===== src/hw/rtl/pcd_pkg.sv =====
// ----------------------------------------------------------------------------
// pcd_pkg: shared types and constants of the percent decoder
// Character codes, escape phase encoding, status codes and the
// classification record that the character classifier hands to the core.
// ----------------------------------------------------------------------------
`timescale 1ns / 1ps
`default_nettype none

package pcd_pkg;

  // Characters that the decoder treats specially.
  localparam logic [7:0] CharPercent = 8'h25;  // '%'
  localparam logic [7:0] CharDigit0  = 8'h30;  // '0'
  localparam logic [7:0] CharDigit9  = 8'h39;  // '9'
  localparam logic [7:0] CharLowerA  = 8'h61;  // 'a'
  localparam logic [7:0] CharLowerF  = 8'h66;  // 'f'
  localparam logic [7:0] CharLowerZ  = 8'h7A;  // 'z'
  localparam logic [7:0] CharUpperA  = 8'h41;  // 'A'
  localparam logic [7:0] CharUpperF  = 8'h46;  // 'F'
  localparam logic [7:0] CharUpperZ  = 8'h5A;  // 'Z'
  localparam logic [7:0] CharHyphen  = 8'h2D;  // '-'
  localparam logic [7:0] CharDot     = 8'h2E;  // '.'
  localparam logic [7:0] CharUnder   = 8'h5F;  // '_'
  localparam logic [7:0] CharTilde   = 8'h7E;  // '~'

  // Offset added to a letter digit to give its hex value.
  localparam logic [7:0] HexLetterBase = 8'd10;

  // Result status codes.
  localparam logic [1:0] StatusOk        = 2'd0;
  localparam logic [1:0] StatusForbidden = 2'd1;
  localparam logic [1:0] StatusTruncated = 2'd2;

  // Escape phase, one-hot.
  typedef enum logic [3:0] {
    PhNormal = 4'b0001,
    PhHigh   = 4'b0010,
    PhLow    = 4'b0100,
    PhDrop   = 4'b1000
  } phase_e;

  // What the classifier knows about one character.
  typedef struct packed {
    logic       is_percent;
    logic       passes;
    logic [3:0] hex_value;
  } char_class_t;

endpackage

`default_nettype wire


===== src/hw/rtl/pcd_classify.sv =====
// ----------------------------------------------------------------------------
// pcd_classify: character classifier
// Gives the hex digit value of a character (zero when it is not a hex digit),
// and flags the percent sign and the characters that pass through unchanged.
// ----------------------------------------------------------------------------
`timescale 1ns / 1ps
`default_nettype none

module pcd_classify (
  input  wire logic [7:0]          char_i,
  output pcd_pkg::char_class_t     class_o
);

  logic [7:0] diff_digit;
  logic [7:0] diff_lower;
  logic [7:0] diff_upper;

  assign diff_digit = char_i - pcd_pkg::CharDigit0;
  assign diff_lower = char_i - pcd_pkg::CharLowerA + pcd_pkg::HexLetterBase;
  assign diff_upper = char_i - pcd_pkg::CharUpperA + pcd_pkg::HexLetterBase;

  always_comb begin
    class_o.is_percent = (char_i == pcd_pkg::CharPercent);

    unique case (char_i) inside
      [pcd_pkg::CharDigit0 : pcd_pkg::CharDigit9]: class_o.hex_value = diff_digit[3:0];
      [pcd_pkg::CharLowerA : pcd_pkg::CharLowerF]: class_o.hex_value = diff_lower[3:0];
      [pcd_pkg::CharUpperA : pcd_pkg::CharUpperF]: class_o.hex_value = diff_upper[3:0];
      default:                                    class_o.hex_value = 4'd0;
    endcase

    // Unreserved characters first, then the reserved set.
    unique case (char_i) inside
      [pcd_pkg::CharDigit0 : pcd_pkg::CharDigit9],
      [pcd_pkg::CharLowerA : pcd_pkg::CharLowerZ],
      [pcd_pkg::CharUpperA : pcd_pkg::CharUpperZ],
      pcd_pkg::CharHyphen, pcd_pkg::CharDot, pcd_pkg::CharUnder, pcd_pkg::CharTilde,
      ":", "/", "?", "#", "[", "]", "@",
      "!", "$", "&", "'", "(", ")", "*", "+", ",", ";", "=": class_o.passes = 1'b1;
      default:                                              class_o.passes = 1'b0;
    endcase
  end

endmodule

`default_nettype wire


===== src/hw/rtl/percent_decoder_core.sv =====
// ----------------------------------------------------------------------------
// percent_decoder_core: streaming URI percent decoder
// An accepted item waits in the input register and is processed once the
// result register is free. Throughput: one item per cycle, sustained while
// the output side takes items. The rate is set by the input register and the
// result register around a single pass of classification and escape-state logic.
// Reset (rst_ni low, asynchronous) empties both registers and returns the
// escape phase to normal with a zero high nibble.
// ----------------------------------------------------------------------------
`timescale 1ns / 1ps
`default_nettype none

module percent_decoder_core (
  input  wire logic       clk_i,
  input  wire logic       rst_ni,
  // Input channel.
  input  wire logic       in_valid_i,
  output logic            in_ready_o,
  input  wire logic [7:0] data_byte_i,
  input  wire logic       last_byte_i,
  // Result channel.
  output logic            out_valid_o,
  input  wire logic       out_ready_i,
  output logic [7:0]      out_byte_o,
  output logic            byte_valid_o,
  output logic            message_end_o,
  output logic [1:0]      status_o
);

  // Input register. The payload needs no reset; only the valid flag does.
  logic       in_valid_q;
  logic [7:0] in_byte_q;
  logic       in_last_q;

  // Escape state.
  pcd_pkg::phase_e phase_q, phase_d;
  logic [3:0]      nibble_q, nibble_d;

  // Result register.
  logic       out_valid_q;
  logic [7:0] out_byte_q;
  logic       byte_valid_q;
  logic       message_end_q;
  logic [1:0] status_q;

  // Result of the current pass.
  logic       emit;
  logic [7:0] res_byte;
  logic       res_valid;
  logic       res_end;
  logic [1:0] res_status;

  logic advance;
  pcd_pkg::char_class_t char_class;

  // The held item is processed once the result register is free or being
  // emptied in this cycle. Items that give no result are consumed without
  // writing it, but they wait for it as well and so can stall too.
  assign advance    = in_valid_q && (!out_valid_q || out_ready_i);
  assign in_ready_o = !in_valid_q || advance;

  pcd_classify u_classify (
    .char_i  (in_byte_q),
    .class_o (char_class)
  );

  // Escape sequencer. A percent sign opens an escape; the next two bytes are
  // taken as digits whatever they are. A forbidden character closes the
  // message early and the rest of it is dropped up to its last byte.
  always_comb begin
    phase_d    = phase_q;
    nibble_d   = nibble_q;
    emit       = 1'b0;
    res_byte   = 8'd0;
    res_valid  = 1'b0;
    res_end    = 1'b1;
    res_status = pcd_pkg::StatusOk;

    unique case (phase_q)
      pcd_pkg::PhHigh: begin
        nibble_d = char_class.hex_value;
        if (in_last_q) begin
          // The message ended on the high digit.
          emit       = 1'b1;
          res_status = pcd_pkg::StatusTruncated;
          phase_d    = pcd_pkg::PhNormal;
        end else begin
          phase_d = pcd_pkg::PhLow;
        end
      end
      pcd_pkg::PhLow: begin
        emit      = 1'b1;
        res_byte  = {nibble_q, char_class.hex_value};
        res_valid = 1'b1;
        res_end   = in_last_q;
        phase_d   = pcd_pkg::PhNormal;
      end
      pcd_pkg::PhDrop: begin
        if (in_last_q) begin
          phase_d = pcd_pkg::PhNormal;
        end
      end
      pcd_pkg::PhNormal: begin
        if (char_class.is_percent) begin
          if (in_last_q) begin
            // The message ended on the percent sign itself.
            emit       = 1'b1;
            res_status = pcd_pkg::StatusTruncated;
          end else begin
            phase_d = pcd_pkg::PhHigh;
          end
        end else if (char_class.passes) begin
          emit      = 1'b1;
          res_byte  = in_byte_q;
          res_valid = 1'b1;
          res_end   = in_last_q;
        end else begin
          emit       = 1'b1;
          res_status = pcd_pkg::StatusForbidden;
          phase_d    = in_last_q ? pcd_pkg::PhNormal : pcd_pkg::PhDrop;
        end
      end
      default: begin
        phase_d = pcd_pkg::PhNormal;
      end
    endcase
  end

  // Control registers.
  always_ff @(posedge clk_i or negedge rst_ni) begin
    if (!rst_ni) begin
      in_valid_q  <= 1'b0;
      out_valid_q <= 1'b0;
      phase_q     <= pcd_pkg::PhNormal;
      nibble_q    <= 4'd0;
    end else begin
      if (in_ready_o) begin
        in_valid_q <= in_valid_i;
      end
      if (advance) begin
        phase_q  <= phase_d;
        nibble_q <= nibble_d;
      end
      if (advance && emit) begin
        out_valid_q <= 1'b1;
      end else if (out_ready_i) begin
        out_valid_q <= 1'b0;
      end
    end
  end

  // Payload registers.
  always_ff @(posedge clk_i) begin
    if (in_ready_o && in_valid_i) begin
      in_byte_q <= data_byte_i;
      in_last_q <= last_byte_i;
    end
    if (advance && emit) begin
      out_byte_q    <= res_byte;
      byte_valid_q  <= res_valid;
      message_end_q <= res_end;
      status_q      <= res_status;
    end
  end

  assign out_valid_o   = out_valid_q;
  assign out_byte_o    = out_byte_q;
  assign byte_valid_o  = byte_valid_q;
  assign message_end_o = message_end_q;
  assign status_o      = status_q;

  // A decoded or passed character always carries the ok status.
  a_valid_byte_ok : assert property (@(posedge clk_i) disable iff (!rst_ni)
    out_valid_q && byte_valid_q |-> status_q == pcd_pkg::StatusOk)
    else $error("decoded item carries an error status");

  // An item without a character is an error and always ends the message.
  a_error_ends : assert property (@(posedge clk_i) disable iff (!rst_ni)
    out_valid_q && !byte_valid_q |->
      message_end_q && out_byte_q == 8'd0 && status_q != pcd_pkg::StatusOk)
    else $error("error item does not close the message");

  // A forbidden character in mid-message puts the block into dropping.
  a_drop_entry : assert property (@(posedge clk_i) disable iff (!rst_ni)
    advance && phase_q == pcd_pkg::PhNormal && !char_class.is_percent &&
      !char_class.passes && !in_last_q |=> phase_q == pcd_pkg::PhDrop)
    else $error("forbidden character did not start dropping");

  // While dropping, the block produces no result.
  a_drop_silent : assert property (@(posedge clk_i) disable iff (!rst_ni)
    advance && phase_q == pcd_pkg::PhDrop |-> !emit)
    else $error("result produced while dropping");

endmodule

`default_nettype wire


===== config.mk =====
export PLATFORM = sky130hd
export DESIGN_NAME = percent_decoder_core
export DESIGN_NICKNAME = d
export VERILOG_FILES = /design/src/hw/rtl/pcd_pkg.sv /design/src/hw/rtl/pcd_classify.sv /design/src/hw/rtl/percent_decoder_core.sv
export SDC_FILE = /design/constraint.sdc
export NUM_CORES = 1
export LEC_CHECK = 0
export BUFFER_PORTS_ARGS = -buffer_cell sky130_fd_sc_hd__buf_2
export CAP_MARGIN = 20
export CELL_PAD_IN_SITES_DETAIL_PLACEMENT = 1
export CELL_PAD_IN_SITES_GLOBAL_PLACEMENT = 1
export CORE_MARGIN = 1.5
export CORE_UTILIZATION = 45
export CTS_CLUSTER_DIAMETER = 120
export CTS_CLUSTER_SIZE = 30
export DETAILED_ROUTE_END_ITERATION = 8
export PLACE_DENSITY = 0.8
export SLEW_MARGIN = 20
export SYNTH_ARGS = -nofsm -noshare
export SYNTH_HDL_FRONTEND = slang
export SYNTH_HIERARCHICAL = 1
export SYNTH_SLANG_ARGS = --single-unit

===== constraint.sdc =====
create_clock -name clk_i -period 3.58 [get_ports clk_i]
set_input_delay 0.716 -clock clk_i [delete_from_list [all_inputs] [get_ports clk_i]]
set_output_delay 0.716 -clock clk_i [all_outputs]
set_load 0.01 [all_outputs]

==> impl_metrics.toml, run 1 <==
[clocking]
clk_pin_slew_ns = 0.06
cts_buffers = 5
clock-root-buffer = "clkbuf_8"
htreeDepth = 2
cts_resized = 0
clock_sinks = 31
clockBufferDepth = 2
cts_tree = "built"
clock_latency_ns = 0.28
post-cts-setup-buffer-count = 0
hold_buffers = 0

[critical_path]
r2r_end = "phase_q[2]"
crit_required_ns = 3.74
r2r-start = "in_byte_q[0]"
worstPathCellList = "inv_1, ha_1, or4b_4, o22ai_2, o221a_2, o221ai_2, nor3b_4, a311oi_2, mux2_2"
cp-end-kind = "register"
startpoint = "in_byte_q[0]"
max_stage_delay_ns = 0.50
critical_path_class = "reg2reg"
reg2reg_slack_ns = 0.62
reg2regPathDepth = 9
worstPathArrival_ns = 3.12
cp_max_fo = 10
crit_slowest_cell = "or4b_4"
start_kind = "register"

[routing]
routed_wl_um = 3850
route.detailed.drc = 0
drt_iter0_markers = 94
wire_per_inst_um = 17.8
via_per_inst = 5.77
via_count = 1247
postRouteAntennaNets = 0
firstDrtPassIters = 4

[yosys]
synth_fp_nets = 155
synth-main-ff-cell = "edfxtp_1"
yosys_warnings = 6
yosys.cell_types.count = 49
synthMuxAreaShare_pct = 5.30
ys_ff_latch = 31
async_flop_share_pct = 32.3
synth_top_family_by_area = "simple AND/OR/NAND/NOR gates"
synth-compound-area-share_pct = 15.6
synthSimpleGateAreaFrac_pct = 21.8
seq_area_frac_synth_pct = 51.9
synth-xor-area-share_pct = 0
synth_adder_area_share_pct = 2.95
syn_area_per_cell_sq_um = 12.3
synth_edf_count = 21
synth_cells = 138
synth_area_sq_um = 1700

[die]
core-area_sq_um = 3630
die_y_um = 64.4
num_rows = 22
dieArea_sq_um = 4150
io_pins = 27
die_w_um = 64.4
start_util_pct = 46.8

[timing]
skew_ns = 0.00404
maxSlewHeadroom_pct = 46.4
max_freq_mhz = 338
tightest_slew_ns = 0.802
rsz0062_at_grt = "no"
period_share_pct = 82.7
hold_viol_final = 0
finalSetupViolations = 0
layout_min_cycle_time_ns = 2.96
tns_ns = 0
maxSlewViolCount = 0

[flow_run]
drv_cap = 0

[pwr]
ir_drop_mv = 0.296
p_leak_nw = 0.771
p_per_area_nw_per_um2 = 592

[global_routing]
grt_start_max_net_pins = 17
grt_pass1_vias = 1281
overflow = 0
grt_antenna_before_repair = 0
grt_pass1_wl_um = 6310
grt.total_usage_pct = 20.7

[cells_and_area]
fillers = 408
area_growth_syn_to_layout_pct = 14.8
layout_common_cells = "26 x buf_2, 21 x edfxtp_1, 10 x nand2b_1"
antennaDiodeCount = 0
fin_area_sq_um = 1950
layout_commonest_cell = "buf_2"
final_util_pct = 53.7
nNetsFinal = 184
stdcell_count = 216
drive_above_1_share_pct = 37.5

[place]
post-dp-hpwl_um = 2790
place_inst = 208
gp_congestion = 0.847
io_buffers = 26
placed_area_sq_um = 1870

[worst_hold_path]
holdCritPathClass = "in2async"

[status]
status = "finished, final reports clean"
==> cell usage after synthesis (2+ instances only) <==
master	instances	area, sq um
a21oi_1	6	30.0
a22o_1	6	52.6
a22o_2	5	50.1
clkbuf_1	3	11.3
dfrtp_1	9	225
edfxtp_1	21	631
ha_1	4	50.1
inv_1	3	11.3
mux2_2	8	90.1
nand2_1	8	30.0
nand2b_1	10	62.6
nand3_1	2	10.0
nand3b_1	2	15.0
nor2_1	6	22.5
nor2b_1	4	25.0
nor3_1	4	20.0
o211ai_1	2	15.0
o21ai_0	2	10.0
o22ai_1	2	12.5
or4b_4	2	27.5
==> layer usage <==
metal  share of wire, %  track usage [%]
met5                  0                0
met4                1.4             7.45
met3                5.7             6.25
met2                 48             33.3
met1                 45             26.5
==> sequential cells by signal, indices dropped and copies added (netlist names) <==
signal / flops
in_byte_q: 8
out_valid_o: 1
nibble_q: 4
in_valid_q: 1
in_last_q: 1
phase_q: 4
status_o: 2
byte_valid_o: 1
message_end_o: 1
out_byte_o: 8
==> worst max path at each step <==
stage	to	slack, ns	cells past startpoint
6_report	phase_q[2]	0.62	9
5_1_grt	phase_q[3]	0.49	9
4_1_cts	phase_q[2]	0.63	9
3_5_place_dp	phase_q[2]	0.64	9
3_3_place_gp	phase_q[2]	0.81	9
2_1_floorplan	phase_q[2]	0.91	9
==> cells by family after synthesis <==
| kind of cell | Yosys count |
|---|---|
| AOI/OAI and AO/OA | 32 |
| adders and majority gates | 4 |
| buffers and inverters | 8 |
| DFF | 31 |
| muxes | 8 |
| and+or+nand+nor | 55 |
==> stage by stage <==
step / total power [W] / hold slack [ns] / setup slack, ns
after floorplan: 0.000792 / 0.420 / 0.910
after global placement: 0.000887 / 0.491 / 0.807
after detailed placement: 0.000903 / 0.498 / 0.644
after CTS: 0.00116 / 0.297 / 0.634
after global routing: 0.00123 / 0.291 / 0.495
final: 0.00116 / 0.298 / 0.620
==> where the power goes <==
group,internal [W],total [W],switching [W]
logic,0.000160,0.000338,0.000178
registers,0.000489,0.000561,0.0000717
clock network,0.000133,0.000257,0.000124
==> worst max-delay path, delay by kind of cell (launching register included) <==
family / cells / cell delay, ns
AND/OR/NAND/NOR: 2 / 0.71
adder cells (fa/ha/maj): 1 / 0.23
flip-flops: 1 / 0.49
multiplexers: 1 / 0.38
AO/OA/AOI/OAI: 4 / 0.85
buffers and inverters: 1 / 0.18
==> cell type report <==
| cell class | count | area (sq um) | share of cell area, % |
|---|---|---|---|
| well taps | 48 | 60.1 | 3.08 |
| clock inverters | 3 | 15.0 | 0.770 |
| multi-input cells | 99 | 776 | 39.8 |
| clock buffers | 5 | 68.8 | 3.53 |
| flip-flops and latches | 31 | 882 | 45.2 |
| inverters | 3 | 11.3 | 0.577 |
| repair buffers | 27 | 138 | 7.06 |
(Power assumes the default switching activity.)
==> run 2, diff against run 1 <==
==> constraint.sdc (replaced) <==
create_clock -name clk_i -period 2.8 [get_ports clk_i]
set_input_delay 0.56 -clock clk_i [delete_from_list [all_inputs] [get_ports clk_i]]
set_output_delay 0.56 -clock clk_i [all_outputs]
set_load 0.01 [all_outputs]
==> impl_metrics.toml, run 2 (synthesis results as in run 1) <==
[place]
placed_area_sq_um = 1920
gp_congestion = 0.907
place_inst = 215
post-dp-hpwl_um = 2910
io_buffers = 26

[cells_and_area]
fillers = 413
stdcell_count = 223
drive_above_1_share_pct = 40.0
nNetsFinal = 191
final_util_pct = 56.4
layout_commonest_cell = "buf_2"
antennaDiodeCount = 0
fin_area_sq_um = 2050
area_growth_syn_to_layout_pct = 20.5
layout_common_cells = "26 x buf_2, 21 x edfxtp_1, 10 x nand2b_1"

[critical_path]
crit_required_ns = 2.97
worst-path-buf-inv = 1
cp-end-kind = "register"
start_kind = "register"
max_stage_delay_ns = 0.49
crit_slowest_cell = "or4b_4"
worstPathArrival_ns = 2.81
critical_path_class = "reg2reg"
worstPathCellList = "inv_1, ha_1, or4b_4, o22ai_2, o221a_2, o221ai_2, nor3b_4, a311oi_4, mux2_2"
cp_max_fo = 3
critPathTopFamily = "compound AO/OA/AOI/OAI gates"

[timing]
tns_ns = 0
maxSlewHeadroom_pct = 45.6
hold_viol_final = 0
hold_slack_ns = 0.132
rsz0062_at_grt = "no"
skew_ns = 0.00707
finalSetupViolations = 0
max_freq_mhz = 379
layout_min_cycle_time_ns = 2.64
tightest_slew_ns = 0.814
maxSlewViolCount = 0
period_share_pct = 94.3

[routing]
wire_per_inst_um = 17.5
drt_iter0_markers = 50
routed_wl_um = 3900
via_per_inst = 5.75
via_count = 1283
postRouteAntennaNets = 0
route.detailed.drc = 0
firstDrtPassIters = 4

[status]
status = "finished, final reports clean"

[global_routing]
grt.total_usage_pct = 21.4
overflow = 0
grt_antenna_before_repair = 0
grt_pass1_wl_um = 6540
grt_pass1_vias = 1353
grt_start_max_net_pins = 16

[pwr]
p_leak_nw = 0.820
p_comb_share_pct = 29.1
clkPwrFrac_pct = 27.7
ir_drop_mv = 0.377
sequentialPowerShare_pct = 43.2
intPower_w = 0.00114
switching_share_pct = 30.6
p_per_area_nw_per_um2 = 799
p_sw_w = 0.000501

[flow_run]
drv_cap = 0

[die]
core-area_sq_um = 3630
die_y_um = 64.4
num_rows = 22
io_pins = 27
die_w_um = 64.4
dieArea_sq_um = 4150
start_util_pct = 46.8

[clocking]
hold_buffers = 0
cts_tree = "built"
clockBufferDepth = 2
cts_buffers = 5
clk_pin_slew_ns = 0.07
htreeDepth = 2
clock_sinks = 31
clock-root-buffer = "clkbuf_8"
clock_latency_ns = 0.28

[worst_hold_path]
holdCritPathClass = "in2async"
## run 2: cell types whose count changed in the layout (fill, tap and decap cells not counted)
cell,delta
buf_4,+7
clkinv_2,-2
a311oi_2,-1
a311oi_4,+1
bufinv_16,+1
clkbuf_8,+1
## run 2: layer usage
| metal | track usage [%] | vias up | routed length, um |
|---|---|---|---|
| li1 | - | 605 | - |
| met1 | 25.2 | 628 | 1640 |
| met2 | 37.9 | 44 | 2020 |
| met3 | 4.51 | 6 | 191 |
| met4 | 8.78 | 0 | 48 |
| met5 | 0 | - | 0 |
## run 2: worst paths after layout
path                                 from      endpoint  slack (ns)  cells past startpoint
max                          in_byte_q[0]    phase_q[2]        0.16                      9
min                                rst_ni    phase_q[2]        0.13                      1
max reg2reg                  in_byte_q[0]    phase_q[2]        0.16                      9
min reg2reg                   nibble_q[0]   nibble_q[0]        0.51                      1
max in group asynchronous          rst_ni    phase_q[0]        2.41                      1
min in group clk_i         data_byte_i[1]  in_byte_q[1]        0.45                      1
## run 2: power groups by stage
stage / logic [W] / registers (W) / clock network, W
2_1_floorplan: 0.000292 / 0.000721 / 0
3_3_place_gp: 0.000442 / 0.000707 / 0
3_5_place_dp: 0.000464 / 0.000716 / 0
4_1_cts: 0.000468 / 0.000707 / 0.000464
5_1_grt: 0.000520 / 0.000724 / 0.000485
6_report: 0.000476 / 0.000707 / 0.000453
## run 2: repair_timing
item	4_1_cts	5_1_grt
buffers inserted	0	0
setup endpoints to repair	0	3
endpoints found under the hold margin	0	0
resized for setup	0	1
## run 2: final cells by class
| class | count | area (sq um) | area share, % |
|---|---|---|---|
| timing repair buffer | 34 | 190 | 9.29 |
| tap | 48 | 60.1 | 2.93 |
| inverter | 3 | 11.3 | 0.550 |
| multi-input combinational | 99 | 787 | 38.4 |
| clock buffer | 6 | 82.6 | 4.03 |
| clock inverter | 2 | 35.0 | 1.71 |
| sequential | 31 | 882 | 43.1 |
## run 2: worst reg2reg max path, stage by stage (launching register included)
cell and delay, ns:
edfxtp_1 0.42, inv_1 0.14, ha_1 0.18, or4b_4 0.49
o22ai_2 0.15, o221a_2 0.20, o221ai_2 0.10, nor3b_4 0.18
a311oi_4 0.29, mux2_2 0.38
## run 2: through the flow
step / power (W) / setup slack [ns]
6_report: 0.00164 / 0.160
5_1_grt: 0.00173 / 0.0334
4_1_cts: 0.00164 / 0.0585
3_5_place_dp: 0.00118 / 0.0781
3_3_place_gp: 0.00115 / 0.208
2_1_floorplan: 0.00101 / 0.130
==> run 3, diff against run 2 <==
--- a/config.mk
+++ b/config.mk
@@ -9,12 +9,13 @@
 export CAP_MARGIN = 20
 export CELL_PAD_IN_SITES_DETAIL_PLACEMENT = 1
 export CELL_PAD_IN_SITES_GLOBAL_PLACEMENT = 1
+export CORE_ASPECT_RATIO = 1.1
 export CORE_MARGIN = 1.5
 export CORE_UTILIZATION = 45
 export CTS_CLUSTER_DIAMETER = 120
 export CTS_CLUSTER_SIZE = 30
 export DETAILED_ROUTE_END_ITERATION = 8
-export PLACE_DENSITY = 0.8
+export PLACE_DENSITY_LB_ADDON = 0.1
 export SLEW_MARGIN = 20
 export SYNTH_ARGS = -nofsm -noshare
 export SYNTH_HDL_FRONTEND = slang
==> impl_metrics.toml, run 3 (synthesis results as in run 1) <==
[status]
status = "finished, final reports clean"

[die]
core-area_sq_um = 3630
num_rows = 23
start_util_pct = 46.9
dieArea_sq_um = 4150
die_y_um = 67.4
die_w_um = 61.6
io_pins = 27

[critical_path]
crit_required_ns = 2.97
worstPathArrival_ns = 2.85
start_kind = "register"
cp-end-kind = "register"
critical_path_class = "reg2reg"
cp_max_fo = 4

[place]
post-dp-hpwl_um = 2660
gp_congestion = 0.852
io_buffers = 26
pre_cts_ws_ns = 0.0571

[timing]
hold_viol_final = 0
rsz0062_at_grt = "no"
maxSlewViolCount = 0
tightest_slew_ns = 0.731
period_share_pct = 95.6
skew_ns = 0.00630
setup_ws_ns = 0.123
finalSetupViolations = 0
tns_ns = 0
layout_min_cycle_time_ns = 2.68
maxSlewHeadroom_pct = 51.1
max_freq_mhz = 374
hold_slack_ns = 0.142

[pwr]
p_leak_nw = 0.798
ir_drop_mv = 0.351
p_per_area_nw_per_um2 = 740

[global_routing]
grt.total_usage_pct = 19.8
overflow = 0
grt_start_max_net_pins = 16
grt_antenna_before_repair = 0
grt_pass1_wl_um = 5990
grt_pass1_vias = 1274

[clocking]
hold_buffers = 0
clock-root-buffer = "clkbuf_8"
htreeDepth = 2
cts_resized = 0
clockBufferDepth = 2
clock_latency_ns = 0.28
cts_buffers = 5
clock_sinks = 31
cts_tree = "built"
clk_pin_slew_ns = 0.06
post-cts-setup-buffer-count = 0

[routing]
drt_iter0_markers = 45
postRouteAntennaNets = 0
via_per_inst = 5.51
firstDrtPassIters = 4
routed_wl_um = 3560
wire_per_inst_um = 15.9
route.detailed.drc = 0
via_count = 1234

[cells_and_area]
nNetsFinal = 191
antennaDiodeCount = 0
fillers = 403
multi_input_area_sq_um = 776
drive_above_1_share_pct = 39.1
layout_common_cells = "26 x buf_2, 21 x edfxtp_1, 10 x nand2b_1"
layout_commonest_cell = "buf_2"
register_area_sq_um = 882
area_growth_syn_to_layout_pct = 17.7

[worst_hold_path]
holdCritPathClass = "in2async"

[flow_run]
drv_cap = 0
run 3: cell count changes in the layout (fill, tap and decap cells not counted):
cell,change
a311oi_4,-1
a311oi_2,+1
bufinv_16,-1
clkinv_1,+1
clkbuf_8,-1
run 3: area by class of cell:
cell class / instances / share of cell area, %
well taps: 50 / 3.13
multi-input cells: 99 / 38.8
clock inverters: 2 / 0.438
inverters: 3 / 0.563
flip-flops and latches: 31 / 44.1
repair buffers: 34 / 9.51
clock buffers: 5 / 3.44
run 3: per-stage QoR:
| stage | power (W) | instance area, sq um | utilization (%) | std cells |
|---|---|---|---|---|
| floorplan | 0.00101 | 1700 | - | 138 |
| global placement | 0.00115 | 1920 | 53.0 | 217 |
| detailed placement | 0.00117 | 1920 | 53.0 | 217 |
| CTS | 0.00149 | 2000 | 55.1 | 224 |
| global route | 0.00158 | 2000 | 55.1 | 224 |
| finish | 0.00148 | 2000 | 55.1 | 224 |
run 3: routing by layer:
metal / up-vias / global-route usage, % / part of all wire [%]
met4: 0 / 10.4 / 2.0
li1: 602 / - / -
met3: 8 / 4.98 / 4.4
met5: - / 0 / 0
met2: 34 / 28.9 / 48
met1: 590 / 26.9 / 46
run 3: power by group:
| part | leakage, nW | total [W] | switching [W] | internal, W |
|---|---|---|---|---|
| combinational | 0.427 | 0.000455 | 0.000237 | 0.000218 |
| sequential | 0.330 | 0.000706 | 0.0000807 | 0.000625 |
| clock | 0.0414 | 0.000319 | 0.000154 | 0.000165 |
run 3: path summary, 6_finish.rpt:
check,cells past startpoint,end,slack (ns),start
max in group asynchronous,1,phase_q[0],2.38,rst_ni
worst max-delay path,9,phase_q[3],0.12,in_byte_q[0]
min in group clk_i,1,in_byte_q[1],0.46,data_byte_i[1]
worst min-delay path,1,phase_q[2],0.14,rst_ni
worst min register to register,1,nibble_q[2],0.52,nibble_q[2]
worst max register to register,9,phase_q[3],0.12,in_byte_q[0]
run 3: critical path, stage by stage, from the launching register on:
cell and delay (ns):
edfxtp_1 0.44, inv_1 0.14, ha_1 0.19, or4b_4 0.48, o22ai_2 0.14, o221a_2 0.20, o221ai_2 0.10, nor3b_4 0.17
a311oi_2 0.31, mux2_2 0.38
